### src/rtl/frame_header_classifier_unit_macros.svh
// ----------------------------------------------------------------------------
// Frame header classifier assertion macros
// Shared concurrent assertion forms, clocked on clk and held off during rst.
// ----------------------------------------------------------------------------
`ifndef FRAME_HEADER_CLASSIFIER_UNIT_MACROS_SVH
`define FRAME_HEADER_CLASSIFIER_UNIT_MACROS_SVH

// Same-cycle implication.
`define FHC_ASSERT_SAME(lbl, ante, cons, msg) \
  lbl: assert property (@(posedge clk) disable iff (rst) (ante) |-> (cons)) \
    else $error(msg);

// Next-cycle implication.
`define FHC_ASSERT_NEXT(lbl, ante, cons, msg) \
  lbl: assert property (@(posedge clk) disable iff (rst) (ante) |=> (cons)) \
    else $error(msg);

`endif

### src/rtl/fhc_pkg.sv
// ----------------------------------------------------------------------------
// Frame header classifier package
// Types, codes and constants shared by the classifier modules.
// ----------------------------------------------------------------------------
package fhc_pkg;

  localparam int MAX_FRAME_DEF = 2048;

  localparam logic [15:0] TCP_PORT_RESET = 16'd443;
  localparam logic [15:0] UDP_PORT_RESET = 16'd53;

  localparam logic [15:0] ETH_IPV4 = 16'h0800;
  localparam logic [15:0] ETH_IPV6 = 16'h86DD;
  localparam logic [7:0]  PROTO_TCP = 8'd6;
  localparam logic [7:0]  PROTO_UDP = 8'd17;

  // Register select bit (byte address bit 2)
  localparam logic REG_TCP_PORT = 1'b0;
  localparam logic REG_UDP_PORT = 1'b1;

  typedef enum logic [2:0] {
    VERDICT_ACCEPT     = 3'd0,
    VERDICT_ETHERTYPE  = 3'd1,
    VERDICT_PROTOCOL   = 3'd2,
    VERDICT_EMPTY      = 3'd3,
    VERDICT_MISMATCH   = 3'd4,
    VERDICT_TRUNCATED  = 3'd5,
    VERDICT_TOO_LONG   = 3'd6
  } verdict_t;

  typedef enum logic [1:0] {
    TRANSPORT_NONE = 2'd0,
    TRANSPORT_TCP  = 2'd1,
    TRANSPORT_UDP  = 2'd2
  } transport_t;

  // Header fields gathered over one frame
  typedef struct packed {
    logic [15:0] ether_kind;
    logic [7:0]  l4_start;
    logic [7:0]  l4_protocol;
    logic [15:0] source_port;
    logic [15:0] dest_port;
    logic [3:0]  tcp_header_words;
    logic        overflow;
  } hdr_t;

  typedef struct packed {
    verdict_t    verdict;
    transport_t  transport;
    logic [7:0]  payload_offset;
    logic [11:0] payload_length;
  } result_t;

endpackage

### src/rtl/fhc_capture.sv
// ----------------------------------------------------------------------------
// Frame header capture
// Counts frame bytes, picks header fields by position and hands a snapshot
// of the finished frame to the decision stage on its last byte.
// ----------------------------------------------------------------------------
module fhc_capture #(
  parameter int MAX_FRAME = fhc_pkg::MAX_FRAME_DEF,
  parameter int CW        = $clog2(MAX_FRAME + 1)
) (
  input  logic             clk,
  input  logic             rst,
  input  logic             advance,
  input  logic [7:0]       data_byte,
  input  logic             last,
  input  logic             snap_take,
  output logic             snap_valid,
  output fhc_pkg::hdr_t    snap_hdr,
  output logic [CW-1:0]    snap_len
);

  localparam int LW = (CW > 8) ? CW : 8;

  localparam int IDX_TYPE_HI  = 12;
  localparam int IDX_TYPE_LO  = 13;
  localparam int IDX_IHL      = 14;
  localparam int IDX_V6_NEXT  = 20;
  localparam int IDX_V4_PROTO = 23;
  localparam logic [7:0] L4_START_V6 = 8'd54;
  localparam logic [7:0] ETH_HDR_LEN = 8'd14;

  logic [CW-1:0]  byte_count, byte_count_next;
  fhc_pkg::hdr_t  hdr, hdr_next;

  logic           ovf_now, is_v4, is_v6, past_eth;
  logic [15:0]    type_lo;
  logic [7:0]     start_v4, start_eff;
  logic [LW-1:0]  idx_w, start_w, rel;
  logic           in_l4;

  assign ovf_now   = byte_count >= CW'(MAX_FRAME);
  assign is_v4     = hdr.ether_kind == fhc_pkg::ETH_IPV4;
  assign is_v6     = hdr.ether_kind == fhc_pkg::ETH_IPV6;
  assign past_eth  = byte_count >= CW'(IDX_IHL);
  assign type_lo   = {hdr.ether_kind[15:8], data_byte};
  assign start_v4  = ETH_HDR_LEN + {2'b00, data_byte[3:0], 2'b00};
  assign start_eff = (is_v4 && byte_count == CW'(IDX_IHL)) ? start_v4 : hdr.l4_start;
  assign idx_w     = LW'(byte_count);
  assign start_w   = LW'(start_eff);
  assign rel       = idx_w - start_w;
  assign in_l4     = idx_w >= start_w;

  always_comb begin
    hdr_next        = hdr;
    byte_count_next = byte_count;
    if (ovf_now) begin
      hdr_next.overflow = 1'b1;
    end else begin
      byte_count_next = byte_count + CW'(1);
      if (byte_count == CW'(IDX_TYPE_HI)) begin
        hdr_next.ether_kind = {data_byte, 8'h00};
      end
      if (byte_count == CW'(IDX_TYPE_LO)) begin
        hdr_next.ether_kind = type_lo;
        if (type_lo == fhc_pkg::ETH_IPV6) begin
          hdr_next.l4_start = L4_START_V6;
        end
      end
      if (past_eth && (is_v4 || is_v6)) begin
        if (is_v4 && byte_count == CW'(IDX_IHL)) begin
          hdr_next.l4_start = start_v4;
        end
        if ((is_v4 && byte_count == CW'(IDX_V4_PROTO)) ||
            (is_v6 && byte_count == CW'(IDX_V6_NEXT))) begin
          hdr_next.l4_protocol = data_byte;
        end
        if (in_l4) begin
          unique case (rel)
            LW'(0):  hdr_next.source_port[15:8] = data_byte;
            LW'(1):  hdr_next.source_port[7:0]  = data_byte;
            LW'(2):  hdr_next.dest_port[15:8]   = data_byte;
            LW'(3):  hdr_next.dest_port[7:0]    = data_byte;
            LW'(12): hdr_next.tcp_header_words  = data_byte[7:4];
            default: ;
          endcase
        end
      end
    end
  end

  // Frame state: clear on the last byte so the next byte opens a new frame
  always_ff @(posedge clk) begin
    if (rst) begin
      byte_count <= '0;
      hdr        <= '0;
      snap_valid <= 1'b0;
    end else begin
      if (advance) begin
        if (last) begin
          byte_count <= '0;
          hdr        <= '0;
        end else begin
          byte_count <= byte_count_next;
          hdr        <= hdr_next;
        end
      end
      if (advance && last) begin
        snap_valid <= 1'b1;
      end else if (snap_take) begin
        snap_valid <= 1'b0;
      end
    end
  end

  always_ff @(posedge clk) begin
    if (advance && last) begin
      snap_hdr <= hdr_next;
      snap_len <= byte_count_next;
    end
  end

endmodule

### src/rtl/fhc_decide.sv
// ----------------------------------------------------------------------------
// Frame verdict logic
// Turns a frame snapshot and the match ports into one classification result.
// ----------------------------------------------------------------------------
module fhc_decide #(
  parameter int CW = 12
) (
  input  fhc_pkg::hdr_t     hdr,
  input  logic [CW-1:0]     len,
  input  logic [15:0]       tcp_match_port,
  input  logic [15:0]       udp_match_port,
  output fhc_pkg::result_t  res
);

  localparam int LW = (CW > 12) ? CW : 12;

  localparam int MIN_ETH  = 14;
  localparam int MIN_V4   = 24;
  localparam int MIN_V6   = 21;
  localparam int TCP_NEED = 13;
  localparam int UDP_HDR  = 8;

  logic           is_v4, is_v6, is_tcp, is_udp;
  logic [LW-1:0]  len_w, start_w, need, poff, plen;
  logic [15:0]    port;

  assign is_v4   = hdr.ether_kind == fhc_pkg::ETH_IPV4;
  assign is_v6   = hdr.ether_kind == fhc_pkg::ETH_IPV6;
  assign is_tcp  = hdr.l4_protocol == fhc_pkg::PROTO_TCP;
  assign is_udp  = hdr.l4_protocol == fhc_pkg::PROTO_UDP;
  assign len_w   = LW'(len);
  assign start_w = LW'(hdr.l4_start);
  assign need    = start_w + (is_tcp ? LW'(TCP_NEED) : LW'(UDP_HDR));
  assign poff    = start_w + (is_tcp ? LW'({hdr.tcp_header_words, 2'b00}) : LW'(UDP_HDR));
  assign plen    = len_w - poff;
  assign port    = is_tcp ? tcp_match_port : udp_match_port;

  always_comb begin
    res = '{verdict: fhc_pkg::VERDICT_ACCEPT, transport: fhc_pkg::TRANSPORT_NONE,
            payload_offset: 8'd0, payload_length: 12'd0};
    priority if (hdr.overflow) begin
      res.verdict = fhc_pkg::VERDICT_TOO_LONG;
    end else if (len_w < LW'(MIN_ETH)) begin
      res.verdict = fhc_pkg::VERDICT_TRUNCATED;
    end else if (!is_v4 && !is_v6) begin
      res.verdict = fhc_pkg::VERDICT_ETHERTYPE;
    end else if (len_w < (is_v4 ? LW'(MIN_V4) : LW'(MIN_V6))) begin
      res.verdict = fhc_pkg::VERDICT_TRUNCATED;
    end else if (!is_tcp && !is_udp) begin
      res.verdict = fhc_pkg::VERDICT_PROTOCOL;
    end else if (len_w < need || len_w < poff) begin
      res.verdict = fhc_pkg::VERDICT_TRUNCATED;
    end else begin
      res.transport      = is_tcp ? fhc_pkg::TRANSPORT_TCP : fhc_pkg::TRANSPORT_UDP;
      res.payload_offset = poff[7:0];
      res.payload_length = plen[11:0];
      priority if (plen == '0) begin
        res.verdict = fhc_pkg::VERDICT_EMPTY;
      end else if (hdr.source_port != port && hdr.dest_port != port) begin
        res.verdict = fhc_pkg::VERDICT_MISMATCH;
      end else begin
        res.verdict = fhc_pkg::VERDICT_ACCEPT;
      end
    end
  end

endmodule

### src/rtl/frame_header_classifier_unit.sv
// ----------------------------------------------------------------------------
// Frame header classifier
// Classifies an Ethernet frame, fed one byte per beat from the destination
// MAC onwards, by EtherType, IPv4/IPv6 transport protocol and TCP/UDP port.
// It takes one byte every cycle, whatever the frame length, unless a held
// result stalls a last byte. No result is produced for a byte unless it
// carries tlast; the last byte of a frame gives exactly one result beat on the
// master side. Each byte passes an input register, then the capture stage
// (byte counter and positional field pick-up, one byte per cycle), then a
// frame snapshot that the verdict logic turns into the result register. A
// stalled result holds the snapshot behind it, and only then does the slave
// side stop, on the next last byte; ordinary bytes keep flowing. The match
// ports are to be written over the APB port only while the block is idle;
// the block does not enforce it: tcp_match_port at 0x0, udp_match_port at 0x4.
// ----------------------------------------------------------------------------
module frame_header_classifier_unit #(
  parameter int MAX_FRAME = fhc_pkg::MAX_FRAME_DEF
) (
  input  logic        clk,
  input  logic        rst,
  // slave side
  input  logic        s_tvalid,
  output logic        s_tready,
  input  logic [7:0]  s_tdata,   // [7:0] data_byte
  input  logic        s_tlast,   // last
  // master side
  output logic        m_tvalid,
  input  logic        m_tready,
  output logic [31:0] m_tdata,   // [2:0] verdict, [4:3] transport,
                                 // [12:5] payload_offset, [24:13] payload_length
  // configuration
  input  logic        psel,
  input  logic        penable,
  input  logic        pwrite,
  input  logic [2:0]  paddr,
  input  logic [31:0] pwdata,
  output logic [31:0] prdata,
  output logic        pready
);

  localparam int CW = $clog2(MAX_FRAME + 1);

  // Configuration registers
  logic [15:0] tcp_match_port;
  logic [15:0] udp_match_port;
  logic        cfg_write;

  assign pready    = 1'b1;
  assign cfg_write = psel && penable && pwrite && pready;

  always_ff @(posedge clk) begin
    if (rst) begin
      tcp_match_port <= fhc_pkg::TCP_PORT_RESET;
      udp_match_port <= fhc_pkg::UDP_PORT_RESET;
    end else if (cfg_write) begin
      unique case (paddr[2])
        fhc_pkg::REG_TCP_PORT: tcp_match_port <= pwdata[15:0];
        fhc_pkg::REG_UDP_PORT: udp_match_port <= pwdata[15:0];
        default: ;
      endcase
    end
  end

  always_comb begin
    unique case (paddr[2])
      fhc_pkg::REG_TCP_PORT: prdata = {16'd0, tcp_match_port};
      fhc_pkg::REG_UDP_PORT: prdata = {16'd0, udp_match_port};
      default:               prdata = '0;
    endcase
  end

  // Input register: one beat deep
  logic       in_valid;
  logic [7:0] in_byte;
  logic       in_last;
  logic       advance;
  logic       in_load;

  logic               snap_valid;
  logic               snap_take;
  fhc_pkg::hdr_t      snap_hdr;
  logic [CW-1:0]      snap_len;

  // Result register
  logic              out_valid;
  fhc_pkg::result_t  out_res;
  fhc_pkg::result_t  res;
  logic              out_rejected;

  // Move the snapshot on when the result register is empty or being drained
  assign snap_take = snap_valid && (!out_valid || m_tready);

  // Plain bytes always advance; a last byte waits for a free snapshot slot
  assign advance  = in_valid && (!in_last || !snap_valid || snap_take);
  assign s_tready = !in_valid || advance;
  assign in_load  = s_tvalid && s_tready;

  always_ff @(posedge clk) begin
    if (rst) begin
      in_valid <= 1'b0;
    end else if (in_load) begin
      in_valid <= 1'b1;
    end else if (advance) begin
      in_valid <= 1'b0;
    end
  end

  always_ff @(posedge clk) begin
    if (in_load) begin
      in_byte <= s_tdata;
      in_last <= s_tlast;
    end
  end

  fhc_capture #(
    .MAX_FRAME (MAX_FRAME),
    .CW        (CW)
  ) u_capture (
    .clk        (clk),
    .rst        (rst),
    .advance    (advance),
    .data_byte  (in_byte),
    .last       (in_last),
    .snap_take  (snap_take),
    .snap_valid (snap_valid),
    .snap_hdr   (snap_hdr),
    .snap_len   (snap_len)
  );

  fhc_decide #(
    .CW (CW)
  ) u_decide (
    .hdr            (snap_hdr),
    .len            (snap_len),
    .tcp_match_port (tcp_match_port),
    .udp_match_port (udp_match_port),
    .res            (res)
  );

  // Hold the result until the master side takes the beat
  always_ff @(posedge clk) begin
    if (rst) begin
      out_valid <= 1'b0;
    end else if (snap_take) begin
      out_valid <= 1'b1;
    end else if (m_tready) begin
      out_valid <= 1'b0;
    end
  end

  always_ff @(posedge clk) begin
    if (snap_take) begin
      out_res <= res;
    end
  end

  assign m_tvalid = out_valid;
  assign m_tdata  = {7'd0, out_res.payload_length, out_res.payload_offset,
                     out_res.transport, out_res.verdict};

  // Verdicts decided before the transport checks
  assign out_rejected = out_res.verdict == fhc_pkg::VERDICT_TOO_LONG ||
                        out_res.verdict == fhc_pkg::VERDICT_TRUNCATED ||
                        out_res.verdict == fhc_pkg::VERDICT_ETHERTYPE ||
                        out_res.verdict == fhc_pkg::VERDICT_PROTOCOL;

`include "frame_header_classifier_unit_macros.svh"

  // A last byte never lands on a snapshot that is still waiting
  `FHC_ASSERT_SAME(a_snap_no_overwrite, advance && in_last && snap_valid, snap_take, "snapshot overwritten")

  // A snapshot that moves on always shows up as a result beat
  `FHC_ASSERT_NEXT(a_snap_to_result, snap_take, out_valid, "snapshot lost before result register")

  // Only verdicts past the header checks carry transport details
  `FHC_ASSERT_SAME(a_transport_consistent, out_valid && out_rejected, out_res.transport == fhc_pkg::TRANSPORT_NONE && out_res.payload_offset == 8'd0 && out_res.payload_length == 12'd0, "rejected frame carries transport fields")

endmodule

### config.mk
export PLATFORM = sky130hd
export DESIGN_NAME = frame_header_classifier_unit
export DESIGN_NICKNAME = d
export VERILOG_FILES = /design/src/rtl/fhc_pkg.sv /design/src/rtl/fhc_capture.sv /design/src/rtl/fhc_decide.sv /design/src/rtl/frame_header_classifier_unit.sv
export VERILOG_INCLUDE_DIRS = /design/src /design/src/rtl
export SDC_FILE = /design/constraint.sdc
export NUM_CORES = 1
export LEC_CHECK = 0
export ABC_AREA = 1
export BUFFER_PORTS_ARGS = -buffer_cell sky130_fd_sc_hd__buf_2
export CAP_MARGIN = 15
export CORE_UTILIZATION = 23
export CTS_CLUSTER_DIAMETER = 80
export CTS_CLUSTER_SIZE = 14
export DETAILED_ROUTE_END_ITERATION = 7
export GPL_ROUTABILITY_DRIVEN = 1
export HOLD_SLACK_MARGIN = 0.08
export PLACE_DENSITY = 0.41
export SETUP_SLACK_MARGIN = 0.3
export SYNTH_ARGS = -nofsm -noshare
export SYNTH_HDL_FRONTEND = slang
export SYNTH_SLANG_ARGS = --single-unit
export TNS_END_PERCENT = 30
### constraint.sdc
create_clock -name clk -period 3.75 [get_ports clk]
set_input_delay 0.75 -clock clk [delete_from_list [all_inputs] [get_ports clk]]
set_output_delay 0.75 -clock clk [all_outputs]
set_load 0.005 [all_outputs]
Word-level counts from Yosys, hierarchy flattened
Index checks and enable logic that the tools add are counted.
{"block": "totals", "register_bits": 231, "in_bits": 51, "out_inout_bits": 67, "word_cells": 134}
{"block": "op_classes", "n_addsub": 6, "order_cmp": 7, "n_eq_ne": 18, "n_mux": 37, "n_bitwise": 1, "n_reduce_logical": 37}
{"op": "69-bit two-way mux", "count": 1}
{"op": "68-bit two-way mux", "count": 1}
{"op": "8-bit two-way mux", "count": 8}
{"op": "32-bit one-hot mux with 2 select lines", "count": 1}
{"op": "52-bit two-way mux", "count": 1}
{"op": "12-bit by 4-bit equality test with 1-bit output (second input constant)", "count": 4}
{"op": "16-bit equality test (second input constant)", "count": 3}
{"op": "12-bit less-than comparator", "count": 3}
{"op": "36-bit two-way mux", "count": 1}
{"op": "16-bit by 12-bit equality test with 1-bit output (second input constant)", "count": 2}
{"op": "16-bit two-way mux", "count": 2}
{"op": "16-bit inequality test", "count": 2}
{"op": "8-bit by 12-bit adder with 12-bit output", "count": 2}
{"op": "12-bit by 2-bit equality test with 1-bit output (second input constant)", "count": 2}
{"op": "12-bit by 5-bit equality test with 1-bit output (second input constant)", "count": 2}
{"op": "12-bit logical NOT", "count": 2}
{"op": "12-bit two-way mux", "count": 2}
{"op": "24-bit two-way mux", "count": 1}
{"op": "3-bit two-way mux", "count": 7}
{"op": "1-bit logical AND", "count": 13}
{"op": "12-bit by 1-bit adder with 12-bit output (second input constant)", "count": 1}
{"op": "12-bit by 1-bit equality test with 1-bit output (second input constant)", "count": 1}
{"op": "12-bit >= comparator (second input constant)", "count": 1}
{"op": "12-bit by 4-bit >= comparator with 1-bit output (second input constant)", "count": 1}
{"op": "18 further kinds", "count": 42}

Depth between registers and ports, before layout
Gate-level depths: netlist (run 1).
{"block": "depth", "depth_word": 11, "ltp_mapped": 29}

Cells and area by module
Synthesis (run 1) repeated with hierarchy kept, for this count alone.
{"block": "unflattened", "hier_cells": 1832, "hier_area_um2": 13501.7}
{"mod": "fhc_capture", "instances": 1, "cells_each": 973, "area_each_um2": 7821.3, "seq_area_each_um2": 4073.9}
{"mod": "fhc_decide", "instances": 1, "cells_each": 551, "area_each_um2": 2905.3, "seq_area_each_um2": 0.0}
{"mod": "frame_header_classifier_unit", "instances": 1, "cells_each": 308, "area_each_um2": 2775.2, "seq_area_each_um2": 1701.6}

Least setup slack after synthesis (run 1)
OpenSTA, ideal clock, no wires.
{"block": "synth_path", "path_type": "register to register", "startpoint": "register u_capture.snap_hdr[37] (netlist name)", "endpoint": "register out_res, in the netlist m_tdata[2] (data pin)", "setup_ns": 0.256, "t_arrival_ns": 3.394, "required_ns": 3.494, "slack_ns": 0.100, "path_stages_with_launch": 30, "path_buffers": 1, "synth_period_minus_slack_ns": 3.650, "cell_sequence": "edfxtp_1 inv_2 nand2_1 nor2_4 nand2_1 buf_2 or2_2 ha_1 nand3_1 nand2_1 a21o_1 nand2_1 xor2_1 ha_1 nand2_1 nand2_1 a21oi_1 nand3_1 nand2_1 nand2_1 inv_1 nand2_1 nor2_1 nand2_1 nand3_1 nand2_1 nand2_1 nand2_1 nand2_1 nand2_1"}
{"block": "synth_between", "elab_chain_cells": 10}
{"element": "8-bit by 3-bit equality test with 1-bit output", "line_no": "fhc_decide.sv:29", "source": "assign is_tcp = hdr.l4_protocol == fhc_pkg::PROTO_TCP;"}
{"element": "6-bit two-way mux or 16-bit two-way mux (tied branches)", "line_no": "fhc_decide.sv:34, fhc_decide.sv:36"}
{"element": "8-bit by 12-bit adder with 12-bit output or 16-bit inequality test (tied branches)", "line_no": "fhc_decide.sv:34, fhc_decide.sv:59"}
{"element": "12-bit subtractor or 1-bit logical AND (tied branches)", "line_no": "fhc_decide.sv:35, fhc_decide.sv:59"}
{"element": "12-bit logical NOT or 3-bit two-way mux (tied branches)", "line_no": "fhc_decide.sv:57, fhc_decide.sv:59"}
{"element": "3-bit two-way mux", "line_no": "fhc_decide.sv:57", "source": "priority if (plen == '0) begin"}
{"element": "3-bit two-way mux", "line_no": "fhc_decide.sv:51", "source": "end else if (len_w < need || len_w < poff) begin"}
{"element": "3-bit two-way mux (*)", "line_no": "fhc_decide.sv:49", "source": "end else if (!is_tcp && !is_udp) begin"}
{"element": "3-bit two-way mux (*)", "line_no": "fhc_decide.sv:47", "source": "end else if (len_w < (is_v4 ? LW'(MIN_V4) : LW'(MIN_V6))) begin"}
{"element": "3-bit two-way mux (*)", "line_no": "fhc_decide.sv:45", "source": "end else if (!is_v4 && !is_v6) begin"}
{"element": "end signal, assigned", "line_no": "frame_header_classifier_unit.sv:153", "source": "out_res <= res;"}
{"element": "end, declared", "line_no": "frame_header_classifier_unit.sv:86", "source": "fhc_pkg::result_t out_res;"}
Mark *: on every way between the ends. The rest lies on a longest branch, timed or not.
A chain may end at the register's enable or synchronous reset.

==> results of run 1 <==
cells in the final DEF (no fill, tap or decap), types with 17 or more instances in the layout:
cell,instances
nand2_1,327
clkbuf_16,26
nand3b_1,33
nor2_1,88
inv_1,183
a21oi_1,104
edfxtp_1,115
xor2_1,17
nand3_2,52
conb_1,24
nand3_1,108
buf_2,74
buf_6,17
a21oi_2,36
nor2_4,19
nand3_4,22
dfxtp_1,111
nand2_4,43
and2_4,24
buf_4,89
ha_1,26
inv_2,22
nand4_1,28
nand2_2,37
o21ai_0,80
cell usage after synthesis (4+ instances only):
library cell	n	area share (%)
a21oi_1	141	5.4
and2_1	32	1.5
buf_1	4	0.11
buf_2	18	0.69
buf_4	27	1.5
clkbuf_1	29	0.83
dfxtp_1	116	18
edfxtp_1	115	26
ha_1	38	3.6
inv_1	196	5.6
inv_2	9	0.26
nand2_1	369	11
nand2_2	38	1.8
nand3_1	181	6.9
nand3b_1	33	1.9
nand4_1	28	1.3
nor2_1	109	3.1
nor2_2	5	0.24
nor2_4	4	0.34
nor2_8	4	0.61
nor3_1	12	0.46
nor4_1	8	0.38
o21ai_0	88	3.4
or2_2	4	0.19
xnor2_1	9	0.60
xor2_1	19	1.3
stage by stage:
| stage | TNS (ps) | std cells |
|---|---|---|
| global route | -192.4 | 2617 |
| floorplan | 0 | 1696 |
| finish | 0 | 2617 |
| detailed placement | -55.13 | 2516 |
| CTS | 0 | 2603 |
| global placement | -77.44 | 2516 |
cell type report:
class,instances,share of cell area (%)
Multi-Input combinational cell,1180,43.78
Sequential cell,231,32.80
Timing Repair Buffer,198,9.226
Tap cell,756,5.361
Inverter,208,4.425
Clock buffer,34,3.730
Clock inverter,10,0.6808
kinds of logic after synthesis:
logic type,after synthesis,synth area share [%]
AO/OA/AOI/OAI,243,9.654
XOR/XNOR,28,1.873
other,2,0.05737
buffers and inverters,288,9.386
flip-flops,231,44.12
AND/OR/NAND/NOR,841,30.82
adder cells (fa/ha/maj),41,4.091
where the power goes:
group / total (W) / switching, W / internal (W)
clock network: 0.00244 / 0.00112 / 0.00132
registers: 0.00274 / 0.0000428 / 0.00269
logic: 0.000540 / 0.000345 / 0.000194
final timing paths:
kind / endpoint / from / depth (start not counted) / slack, ps
setup reg to reg: u_capture.snap_hdr[34]$_DFFE_PP_ / u_capture.hdr[53]$_SDFFE_PP0P_ / 23 / 110
hold / removal: in_byte[7]$_DFFE_PP_ / s_tdata[7] / 1 / 380
hold reg to reg: u_capture.hdr[0]$_SDFFE_PP0P_ / u_capture.hdr[0]$_SDFFE_PP0P_ / 2 / 450
setup / recovery: u_capture.snap_hdr[34]$_DFFE_PP_ / u_capture.hdr[53]$_SDFFE_PP0P_ / 23 / 110
sequential cells by signal, indices dropped and copies added, names as in the netlist:
signal                count
m_tvalid                  1
in_byte                   8
u_capture.snap_valid      1
tcp_match_port           16
u_capture.snap_hdr       69
in_last                   1
udp_match_port           16
u_capture.byte_count     12
m_tdata                  25
u_capture.hdr            69
in_valid                  1
u_capture.snap_len       12
worst max-delay path, cell delays in order (launching register included):
cell and delay (ps):
dfxtp_4 360, nor2_4 130, buf_6 110, nand2_4 50
nor2_4 100, nand4_1 160, nor2_4 220, buf_8 170
o21ai_4 70, ha_4 310, buf_6 90, nand2_1 70
inv_2 60, nand4_1 120, nand2_1 110, nand2_2 100
buf_6 130, a21oi_4 170, nand2_8 180, nor2_8 300
buf_12 170, nand3_4 70, nand2_2 90, inv_1 40
routing by layer:
layer,vias up,track usage [%],part of all wire [%]
met5,-,0,0
met4,0,3.899,2.1
met3,56,1.373,3.8
met2,220,22.85,46
met1,5622,19.56,48
li1,5843,-,-
what timing repair did:
action | in CTS | in global routing
endpoints found under the setup margin | 97 | 97
pin swaps | 77 | 171
gates cloned | 9 | 2
buffers inserted | 34 | 12
resized for setup | 123 | 239
==> flow_results.xml, run 1 <==
<?xml version="1.0" encoding="UTF-8"?>
<metrics>
  <group name="sta">
    <metric name="rsz0062_at_grt" unit="">yes</metric>
    <metric name="post-route-worst-setup-slack" unit="ps">106.3</metric>
    <metric name="worst_slew_pin_slew" unit="ps">838.2</metric>
    <metric name="max_freq" unit="MHz">274.4</metric>
    <metric name="report.final.setup_viol" unit="">0</metric>
    <metric name="timing.final.crit_period" unit="ps">3644</metric>
    <metric name="final_worst_clock_skew" unit="ps">30.72</metric>
    <metric name="hold_ws" unit="ps">376.2</metric>
    <metric name="finalHoldViolations" unit="">0</metric>
    <metric name="post-route-period-util" unit="%">97.17</metric>
    <metric name="maxSlewHeadroom" unit="%">43.96</metric>
    <metric name="report.final.slew_viol_count" unit="">0</metric>
  </group>
  <group name="synth">
    <metric name="synth_enable_flop_cells" unit="">115</metric>
    <metric name="synth.distinct_cells" unit="">48</metric>
    <metric name="synth-warning-count" unit="">0</metric>
    <metric name="synthArstFlopShare" unit="%">0</metric>
    <metric name="synth-seq-area-share" unit="%">44.12</metric>
    <metric name="synth.ff_latch_count" unit="">231</metric>
    <metric name="synthesis.area_per_instance" unit="sq um">7.820</metric>
    <metric name="yosys_most_used_dff" unit="">dfxtp_1</metric>
    <metric name="post_synthesis_cell_area" unit="sq um">13090</metric>
    <metric name="syn_inst" unit="">1674</metric>
  </group>
  <group name="cells_and_area">
    <metric name="share_of_the_core_filled_with_cells" unit="%">31.35</metric>
    <metric name="final_layout_size_suffix_gt1_share" unit="%">30.25</metric>
    <metric name="antennaDiodeCount" unit="">0</metric>
    <metric name="fillers" unit="">5895</metric>
    <metric name="fin_area" unit="sq um">17640</metric>
    <metric name="area_of_the_multi_input_gates" unit="sq um">7724</metric>
    <metric name="seq_area" unit="sq um">5787</metric>
    <metric name="area_delta_synth_final" unit="%">34.78</metric>
    <metric name="fin_nets" unit="">1935</metric>
  </group>
  <group name="die">
    <metric name="starting_density_of_the_core" unit="%">23.26</metric>
    <metric name="die-area" unit="sq um">57870</metric>
    <metric name="coreArea" unit="sq um">56280</metric>
    <metric name="io_pins" unit="">118</metric>
    <metric name="die_width" unit="microns">240.6</metric>
    <metric name="fp-row-count" unit="">87</metric>
    <metric name="dieHeight" unit="microns">240.6</metric>
  </group>
  <group name="clocking">
    <metric name="clkTransAtPathRegs" unit="ps">70</metric>
    <metric name="htreeDepth" unit="">1</metric>
    <metric name="number_of_clock_buffers_inserted_by_tritoncts" unit="">24</metric>
    <metric name="cts.sinks" unit="">231</metric>
    <metric name="cts-hold-fix-buffers" unit="">0</metric>
    <metric name="worst_skew_pair.late_latency" unit="ps">560</metric>
    <metric name="tritoncts" unit="">yes</metric>
    <metric name="clock_path_buffers" unit="">3</metric>
    <metric name="clock_tree.root_cell" unit="">clkbuf_16</metric>
  </group>
  <group name="run">
    <metric name="max_cap_violations" unit="">0</metric>
  </group>
  <group name="power_and_ir_drop">
    <metric name="power.density" unit="nW/um^2">324.2</metric>
    <metric name="power.static_leakage" unit="nW">6.854</metric>
    <metric name="report.power.total" unit="W">0.005720</metric>
    <metric name="vdd.ir_drop.worst" unit="V">0.0002425</metric>
  </group>
  <group name="global_route">
    <metric name="maximum_number_of_pins_on_one_net_before_global_route_repair" unit="">61</metric>
    <metric name="antenna_found_initial" unit="">0</metric>
    <metric name="first_global_vias" unit="">11216</metric>
    <metric name="grt_pass1_wl" unit="microns">62850</metric>
    <metric name="grt_overflow" unit="">0</metric>
    <metric name="global_route_usage_over_all_layers" unit="%">14.00</metric>
  </group>
  <group name="routing">
    <metric name="via_per_inst" unit="">4.486</metric>
    <metric name="post_drt_wl_per_cell" unit="microns">16.11</metric>
    <metric name="detailedRoute.firstPassIterationCount" unit="">5</metric>
    <metric name="postRouteAntennaNets" unit="">0</metric>
    <metric name="initial_drt_markers" unit="">637</metric>
    <metric name="finalWirelength" unit="microns">42170</metric>
    <metric name="drc" unit="">0</metric>
    <metric name="routed-via-count" unit="">11741</metric>
  </group>
  <group name="critical_path">
    <metric name="critPathKind" unit="">flip-flop to flip-flop</metric>
    <metric name="cp-start-kind" unit="">flip-flop</metric>
    <metric name="worstSetupEndpointType" unit="">flip-flop</metric>
    <metric name="cp_data_required_time" unit="ps">4060</metric>
    <metric name="critical_path_peak_fanout" unit="">8</metric>
    <metric name="worst-endpoint-arrival" unit="ps">3960</metric>
  </group>
  <group name="placed_design">
    <metric name="gp_routability_congestion" unit="">0.8421</metric>
    <metric name="pre_cts_ws" unit="ps">-55.13</metric>
    <metric name="detailed_place.area" unit="sq um">14670</metric>
    <metric name="io_buffers" unit="">75</metric>
    <metric name="hpwl_after_detailed_placement" unit="microns">28270</metric>
  </group>
  <group name="status">
    <metric name="run_status" unit="">complete, no violations</metric>
  </group>
  <group name="worst_hold_path">
    <metric name="timing.hold.worst.class" unit="">input port to flip-flop</metric>
  </group>
</metrics>
Note: power is estimated with default switching activity, not from simulation.
==> inputs of run 2 (changes only) <==
Settings changed: PLACE_DENSITY 0.41 to 0.4.
Clock period 3.75 ns to 3.45 ns, I/O delays scaled along.
==> run 2 against run 1 <==
  * The run now ends with setup timing left
  * Core utilization increased by 0.70 points
  * Design area rose by 2.2%
  * Flip-flop and latch count unchanged
  * Via count is 0.66% higher
  * Cell count up 3.1%
  * Critical path type unchanged
  * Sequential power is 8.8% higher
  * Setup slack worse by 180 ps
  * First-iteration DRC count fell by 17%
  * Largest cell class unchanged
==> flow_results.xml, run 2 (synthesis gave the netlist of run 1 again) <==
<?xml version="1.0" encoding="UTF-8"?>
<metrics>
  <group name="power_and_ir_drop">
    <metric name="power.density" unit="nW/um^2">352.3</metric>
    <metric name="report.power.total" unit="W">0.006354</metric>
    <metric name="vdd.ir_drop.worst" unit="V">0.0002863</metric>
    <metric name="power.static_leakage" unit="nW">7.201</metric>
  </group>
  <group name="sta">
    <metric name="worst_slew_pin_slew" unit="ps">863.7</metric>
    <metric name="post-route-worst-setup-slack" unit="ps">-77.73</metric>
    <metric name="totalNegativeSetupSlack" unit="ps">-3477</metric>
    <metric name="rsz0062_at_grt" unit="">yes</metric>
    <metric name="finalHoldViolations" unit="">0</metric>
    <metric name="final_worst_clock_skew" unit="ps">15.90</metric>
    <metric name="max_freq" unit="MHz">283.5</metric>
    <metric name="hold_ws" unit="ps">324.5</metric>
    <metric name="timing.final.crit_period" unit="ps">3528</metric>
    <metric name="maxSlewHeadroom" unit="%">42.26</metric>
    <metric name="report.final.setup_viol" unit="">80</metric>
    <metric name="post-route-period-util" unit="%">102.3</metric>
    <metric name="report.final.slew_viol_count" unit="">0</metric>
  </group>
  <group name="placed_design">
    <metric name="io_buffers" unit="">75</metric>
    <metric name="hpwl_after_detailed_placement" unit="microns">28690</metric>
    <metric name="place.detailed.instances" unit="">2580</metric>
    <metric name="gp_routability_congestion" unit="">0.7944</metric>
  </group>
  <group name="cells_and_area">
    <metric name="mostFrequentLayoutCell" unit="">nand2_1</metric>
    <metric name="layout.cells.non_filler" unit="">2698</metric>
    <metric name="antennaDiodeCount" unit="">0</metric>
    <metric name="fin_nets" unit="">2016</metric>
    <metric name="final_cell_mix" unit="">nand2_1 (323), inv_1 (182), buf_4 (168)</metric>
    <metric name="fillers" unit="">5919</metric>
    <metric name="final_layout_size_suffix_gt1_share" unit="%">31.77</metric>
    <metric name="area_delta_synth_final" unit="%">37.79</metric>
  </group>
  <group name="global_route">
    <metric name="global_route_usage_over_all_layers" unit="%">14.01</metric>
    <metric name="maximum_number_of_pins_on_one_net_before_global_route_repair" unit="">77</metric>
    <metric name="first_global_vias" unit="">11406</metric>
    <metric name="grt_overflow" unit="">0</metric>
    <metric name="grt_pass1_wl" unit="microns">62960</metric>
    <metric name="antenna_found_initial" unit="">0</metric>
  </group>
  <group name="critical_path">
    <metric name="rr_worst_depth" unit="">23</metric>
    <metric name="ff2ff_setup_slack" unit="ps">-80</metric>
    <metric name="critical_path_peak_fanout" unit="">7</metric>
    <metric name="timing.critical_path.to" unit="">u_capture.snap_hdr[36]$_DFFE_PP_</metric>
    <metric name="cp-start-kind" unit="">flip-flop</metric>
    <metric name="worst-endpoint-arrival" unit="ps">3830</metric>
    <metric name="critPathLaunch" unit="">u_capture.byte_count[9]$_SDFFE_PP0P_</metric>
    <metric name="critical_register_to_register_path_endpoint" unit="">u_capture.snap_hdr[36]$_DFFE_PP_</metric>
    <metric name="cp_data_required_time" unit="ps">3750</metric>
    <metric name="worstSetupEndpointType" unit="">flip-flop</metric>
    <metric name="critPathKind" unit="">flip-flop to flip-flop</metric>
    <metric name="reg2reg_from" unit="">u_capture.byte_count[9]$_SDFFE_PP0P_</metric>
  </group>
  <group name="routing">
    <metric name="drc" unit="">0</metric>
    <metric name="post_drt_wl_per_cell" unit="microns">15.48</metric>
    <metric name="initial_drt_markers" unit="">526</metric>
    <metric name="postRouteAntennaNets" unit="">0</metric>
    <metric name="routed-via-count" unit="">11818</metric>
    <metric name="via_per_inst" unit="">4.380</metric>
    <metric name="finalWirelength" unit="microns">41760</metric>
    <metric name="detailedRoute.firstPassIterationCount" unit="">5</metric>
  </group>
  <group name="worst_hold_path">
    <metric name="timing.hold.worst.class" unit="">input port to flip-flop</metric>
    <metric name="holdPathStages" unit="">1</metric>
  </group>
  <group name="clocking">
    <metric name="clock_path_buffers" unit="">3</metric>
    <metric name="clkTransAtPathRegs" unit="ps">70</metric>
    <metric name="clock_tree.root_cell" unit="">clkbuf_16</metric>
    <metric name="htreeDepth" unit="">1</metric>
    <metric name="cts.sinks" unit="">231</metric>
    <metric name="tritoncts" unit="">yes</metric>
    <metric name="worst_skew_pair.late_latency" unit="ps">540</metric>
    <metric name="number_of_clock_buffers_inserted_by_tritoncts" unit="">24</metric>
  </group>
  <group name="run">
    <metric name="max_cap_violations" unit="">0</metric>
  </group>
  <group name="die">
    <metric name="starting_density_of_the_core" unit="%">23.26</metric>
    <metric name="coreArea" unit="sq um">56280</metric>
    <metric name="die_width" unit="microns">240.6</metric>
    <metric name="dieHeight" unit="microns">240.6</metric>
    <metric name="die-area" unit="sq um">57870</metric>
    <metric name="io_pins" unit="">118</metric>
    <metric name="fp-row-count" unit="">87</metric>
  </group>
  <group name="status">
    <metric name="violated_checks" unit="">setup timing</metric>
    <metric name="run_status" unit="">complete, but fails checks</metric>
  </group>
</metrics>
==> run 2: cell types whose count changed in the layout (fill, tap and decap cells not counted), sizes merged <==
cell	previous run	this run
buf	196	275
clkinvlp	1	0
clkbuf	36	38
nand2	413	414
inv	208	206
clkinv	8	9
nor2	125	126
==> run 2: report_power, final <==
| group | internal (W) | leakage (nW) | total (W) | switching, W |
|---|---|---|---|---|
| Clock | 0.00156 | 0.401 | 0.00274 | 0.00118 |
| Combinational | 0.000251 | 4.92 | 0.000636 | 0.000385 |
| Sequential | 0.00293 | 1.88 | 0.00298 | 0.0000452 |
==> run 2: worst max-delay path, cell delays in order, from the launching register on <==
cell     delay [ps]
dfxtp_2         320
inv_2            70
nand2_4          60
nor3_4          180
nand3_2         130
inv_2           110
nand3_4          90
nor2_4          230
buf_12          170
o21ai_4          60
ha_4            310
nand3_4          90
nand2_4          80
nand4_1         130
nand2_2         120
nand2_4          80
buf_6           120
a21oi_4         140
buf_12          140
nand2_8         110
nor2_8          210
nand3_1         150
nand2_2         130
inv_2            60
==> run 2: metrics by stage <==
| step | setup slack, ps | area, sq um | utilization (%) |
|---|---|---|---|
| CTS | -109.2 | 17170 | 30.51 |
| finish | -77.73 | 18040 | 32.05 |
| detailed placement | -377.8 | 15300 | 27.18 |
| global route | -299.2 | 18040 | 32.05 |
| floorplan | 3.652 | 13370 | - |
| global placement | -349.9 | 15300 | 27.18 |
==> run 2: layer usage <==
metal	wire length [microns]	up-vias	track usage [%]	part of all wire (%)
met5	0	-	0	0
met4	728	0	3.667	1.7
met3	1443	46	1.681	3.5
met2	19980	186	23.73	48
met1	19600	5603	18.77	47
li1	-	5983	-	-
==> run 2: repair_timing <==
item / CTS / global route
gates cloned: 6 / 2
gates resized for setup: 131 / 155
setup endpoints to repair: 97 / 105
setup buffers: 50 / 16
hold buffers: 0 / 0
pin swaps: 100 / 96
==> run 2: worst min path at each step <==
| stage | from | end | slack [ps] |
|---|---|---|---|
| after floorplan | u_capture.hdr[0]$_SDFFE_PP0P_ | u_capture.hdr[0]$_SDFFE_PP0P_ | 430 |
| after global placement | u_capture.hdr[0]$_SDFFE_PP0P_ | u_capture.hdr[0]$_SDFFE_PP0P_ | 450 |
| after detailed placement | u_capture.hdr[43]$_SDFFE_PP0P_ | u_capture.hdr[43]$_SDFFE_PP0P_ | 450 |
| after CTS | s_tdata[7] | in_byte[7]$_DFFE_PP_ | 290 |
| after global routing | s_tdata[7] | in_byte[7]$_DFFE_PP_ | 300 |
| final | s_tdata[7] | in_byte[7]$_DFFE_PP_ | 320 |
==> run 2: layout make-up <==
type | count | area (sq um) | share of cell area [%]
inverter | 208 | 782.0 | 4.335
sequential | 231 | 5781 | 32.05
timing repair buffer | 277 | 2182 | 12.10
clock buffer | 36 | 729.5 | 4.044
tap | 756 | 945.9 | 5.244
clock inverter | 8 | 96.34 | 0.5341
multi-input combinational | 1182 | 7521 | 41.70
==> inputs of run 3 (changes only) <==
Settings changed: PLACE_DENSITY 0.4 to default, PLACE_DENSITY_LB_ADDON from default to 0.3.
==> run 3 against run 2 <==
  * The run ends with DRC, setup timing left
  * Flip-flop and latch count unchanged
  * Setup slack worse by 84 ps
  * Die area unchanged
==> flow_results.xml, run 3 (synthesis gave the netlist of run 1 again) <==
<?xml version="1.0" encoding="UTF-8"?>
<metrics>
  <group name="status">
    <metric name="run_status" unit="">complete, but fails checks</metric>
    <metric name="violated_checks" unit="">DRC, setup timing</metric>
  </group>
  <group name="routing">
    <metric name="routed-via-count" unit="">11878</metric>
    <metric name="initial_drt_markers" unit="">758</metric>
    <metric name="finalWirelength" unit="microns">39310</metric>
    <metric name="postRouteAntennaNets" unit="">0</metric>
    <metric name="drc" unit="">1</metric>
    <metric name="via_per_inst" unit="">4.449</metric>
    <metric name="post_drt_wl_per_cell" unit="microns">14.72</metric>
    <metric name="detailedRoute.firstPassIterationCount" unit="">7</metric>
  </group>
  <group name="power_and_ir_drop">
    <metric name="vdd.ir_drop.worst" unit="V">0.0002810</metric>
    <metric name="switching_share" unit="%">24.44</metric>
    <metric name="power.density" unit="nW/um^2">352.4</metric>
    <metric name="power.net_switching" unit="W">0.001510</metric>
    <metric name="p_int" unit="W">0.004666</metric>
    <metric name="power.clock.fraction" unit="%">41.9</metric>
    <metric name="power.static_leakage" unit="nW">7.055</metric>
    <metric name="report.power.total" unit="W">0.006176</metric>
    <metric name="seqPwrFrac" unit="%">48.2</metric>
    <metric name="power.combinational.fraction" unit="%">10.0</metric>
  </group>
  <group name="clocking">
    <metric name="worst_skew_pair.late_latency" unit="ps">540</metric>
    <metric name="tritoncts" unit="">yes</metric>
    <metric name="clock_tree.root_cell" unit="">clkbuf_16</metric>
    <metric name="cts.sinks" unit="">231</metric>
    <metric name="clock_path_buffers" unit="">3</metric>
    <metric name="number_of_clock_buffers_inserted_by_tritoncts" unit="">22</metric>
    <metric name="clkTransAtPathRegs" unit="ps">70</metric>
    <metric name="cts-hold-fix-buffers" unit="">0</metric>
    <metric name="htreeDepth" unit="">1</metric>
  </group>
  <group name="die">
    <metric name="coreArea" unit="sq um">56280</metric>
    <metric name="dieHeight" unit="microns">240.6</metric>
    <metric name="die-area" unit="sq um">57870</metric>
    <metric name="fp-row-count" unit="">87</metric>
    <metric name="die_width" unit="microns">240.6</metric>
    <metric name="io_pins" unit="">118</metric>
    <metric name="starting_density_of_the_core" unit="%">23.26</metric>
  </group>
  <group name="sta">
    <metric name="rsz0062_at_grt" unit="">yes</metric>
    <metric name="totalNegativeSetupSlack" unit="ps">-6138</metric>
    <metric name="report.final.slew_viol_count" unit="">0</metric>
    <metric name="post-route-period-util" unit="%">104.7</metric>
    <metric name="post-route-worst-setup-slack" unit="ps">-161.9</metric>
    <metric name="report.final.setup_viol" unit="">97</metric>
    <metric name="max_freq" unit="MHz">276.9</metric>
    <metric name="worst_slew_pin_slew" unit="ps">923.5</metric>
    <metric name="finalHoldViolations" unit="">0</metric>
    <metric name="maxSlewHeadroom" unit="%">38.37</metric>
    <metric name="final_worst_clock_skew" unit="ps">17.80</metric>
    <metric name="timing.final.crit_period" unit="ps">3612</metric>
  </group>
  <group name="critical_path">
    <metric name="timing.critical_path.to" unit="">m_tdata[1]$_SDFFCE_PP1P_</metric>
    <metric name="cp-start-kind" unit="">flip-flop</metric>
    <metric name="cp_data_required_time" unit="ps">3820</metric>
    <metric name="reg2reg_from" unit="">u_capture.snap_hdr[44]$_DFFE_PP_</metric>
    <metric name="critical_register_to_register_path_endpoint" unit="">m_tdata[1]$_SDFFCE_PP1P_</metric>
    <metric name="ff2ff_setup_slack" unit="ps">-160</metric>
    <metric name="critPathLaunch" unit="">u_capture.snap_hdr[44]$_DFFE_PP_</metric>
    <metric name="critPathKind" unit="">flip-flop to flip-flop</metric>
    <metric name="critical_path_peak_fanout" unit="">5</metric>
    <metric name="rr_worst_depth" unit="">23</metric>
    <metric name="worst-endpoint-arrival" unit="ps">3990</metric>
    <metric name="worstSetupEndpointType" unit="">flip-flop</metric>
  </group>
  <group name="placed_design">
    <metric name="hpwl_after_detailed_placement" unit="microns">27610</metric>
    <metric name="io_buffers" unit="">75</metric>
    <metric name="gp_routability_congestion" unit="">0.8428</metric>
    <metric name="pre_cts_ws" unit="ps">-298.8</metric>
  </group>
  <group name="cells_and_area">
    <metric name="fillers" unit="">5831</metric>
    <metric name="final_layout_size_suffix_gt1_share" unit="%">29.68</metric>
    <metric name="antennaDiodeCount" unit="">0</metric>
    <metric name="final_cell_mix" unit="">nand2_1 (330), inv_1 (184), buf_4 (147)</metric>
    <metric name="fin_nets" unit="">1992</metric>
    <metric name="mostFrequentLayoutCell" unit="">nand2_1</metric>
    <metric name="area_delta_synth_final" unit="%">33.87</metric>
  </group>
  <group name="global_route">
    <metric name="global_route_usage_over_all_layers" unit="%">13.08</metric>
    <metric name="grt_overflow" unit="">0</metric>
    <metric name="first_global_vias" unit="">11399</metric>
    <metric name="antenna_found_initial" unit="">2</metric>
    <metric name="maximum_number_of_pins_on_one_net_before_global_route_repair" unit="">77</metric>
    <metric name="grt_pass1_wl" unit="microns">60220</metric>
  </group>
  <group name="worst_hold_path">
    <metric name="timing.hold.worst.class" unit="">input port to flip-flop</metric>
    <metric name="holdPathStages" unit="">1</metric>
  </group>
  <group name="run">
    <metric name="max_cap_violations" unit="">0</metric>
  </group>
</metrics>
==> run 3: changes by cell type in the layout (fill, tap and decap cells not counted), moves of 4 or more <==
| cell | previous run | this run |
|---|---|---|
| and2_1 | 17 | 7 |
| and2_4 | 15 | 25 |
| buf_4 | 168 | 147 |
| clkbuf_16 | 29 | 25 |
| nand2_1 | 323 | 330 |
| nand2_2 | 54 | 63 |
| nand2_4 | 31 | 14 |
| nand3_1 | 129 | 136 |
| nand3_2 | 46 | 37 |
| nor2_1 | 76 | 89 |
| nor2_4 | 29 | 17 |
==> run 3: area by class of cell <==
class	instances	area (sq um)	area share (%)
clock buffers	32	661.9	3.777
clock inverters	6	93.84	0.5355
inverters	208	780.7	4.455
multi-input cells	1180	7266	41.46
flip-flops and latches	231	5782	32.99
well taps	756	945.9	5.398
repair buffers	257	1994	11.38
==> run 3: worst min-delay path by stage <==
stage                                             start                       endpoint
after floorplan           u_capture.hdr[0]$_SDFFE_PP0P_  u_capture.hdr[0]$_SDFFE_PP0P_
after global placement    u_capture.hdr[0]$_SDFFE_PP0P_  u_capture.hdr[0]$_SDFFE_PP0P_
after detailed placement  u_capture.hdr[0]$_SDFFE_PP0P_  u_capture.hdr[0]$_SDFFE_PP0P_
after CTS                                    s_tdata[5]           in_byte[5]$_DFFE_PP_
after global routing                         s_tdata[4]           in_byte[4]$_DFFE_PP_
final                                        s_tdata[4]           in_byte[4]$_DFFE_PP_
==> run 3: stage by stage <==
| step | cell area [sq um] | std cells | utilization, % | hold WS, ps |
|---|---|---|---|---|
| floorplan | 13370 | 1696 | - | 431.5 |
| global placement | 15290 | 2578 | 27.17 | 444.0 |
| detailed placement | 15290 | 2578 | 27.17 | 450.5 |
| CTS | 16750 | 2644 | 29.77 | 325.3 |
| global route | 17520 | 2670 | 31.14 | 336.3 |
| finish | 17520 | 2670 | 31.14 | 353.7 |
==> run 3: power groups by stage <==
stage | sequential (W) | combinational [W] | clock, W
CTS | 0.00297 | 0.000575 | 0.00268
detailed placement | 0.00303 | 0.000529 | 0
global placement | 0.00303 | 0.000525 | 0
floorplan | 0.00302 | 0.000329 | 0
finish | 0.00297 | 0.000616 | 0.00259
global route | 0.00298 | 0.000683 | 0.00276
==> run 3: timing repair <==
item / in CTS / in global routing
setup endpoints to repair: 97 / 97
gates resized for setup: 105 / 132
pin swaps: 71 / 102
buffers inserted: 25 / 23
gates cloned: 3 / 3
==> run 3: layer usage <==
layer	up-vias	track usage (%)	share of wire, %
met5	-	0	0.031
met4	2	3.976	2.4
met3	57	1.212	3.7
met2	234	22.52	48
met1	5637	17.23	46
li1	5948	-	-
==> run 3: worst max-delay path, stage by stage (launching register included) <==
cell and delay (ps):
edfxtp_1 370, inv_1 80, nand2_2 80, nor2_4 150
nand2_4 90, or2_4 260, ha_4 160, a21oi_2 140
nand2_2 90, a21o_1 180, nand2_2 100, xor2_4 210
ha_4 260, nand2_2 80, nand2_2 60, a21oi_2 150
nand3_1 80, nand2_1 90, nand2_2 80, buf_4 140
nor4_2 250, buf_4 150, nand2_1 60, a21oi_2 140
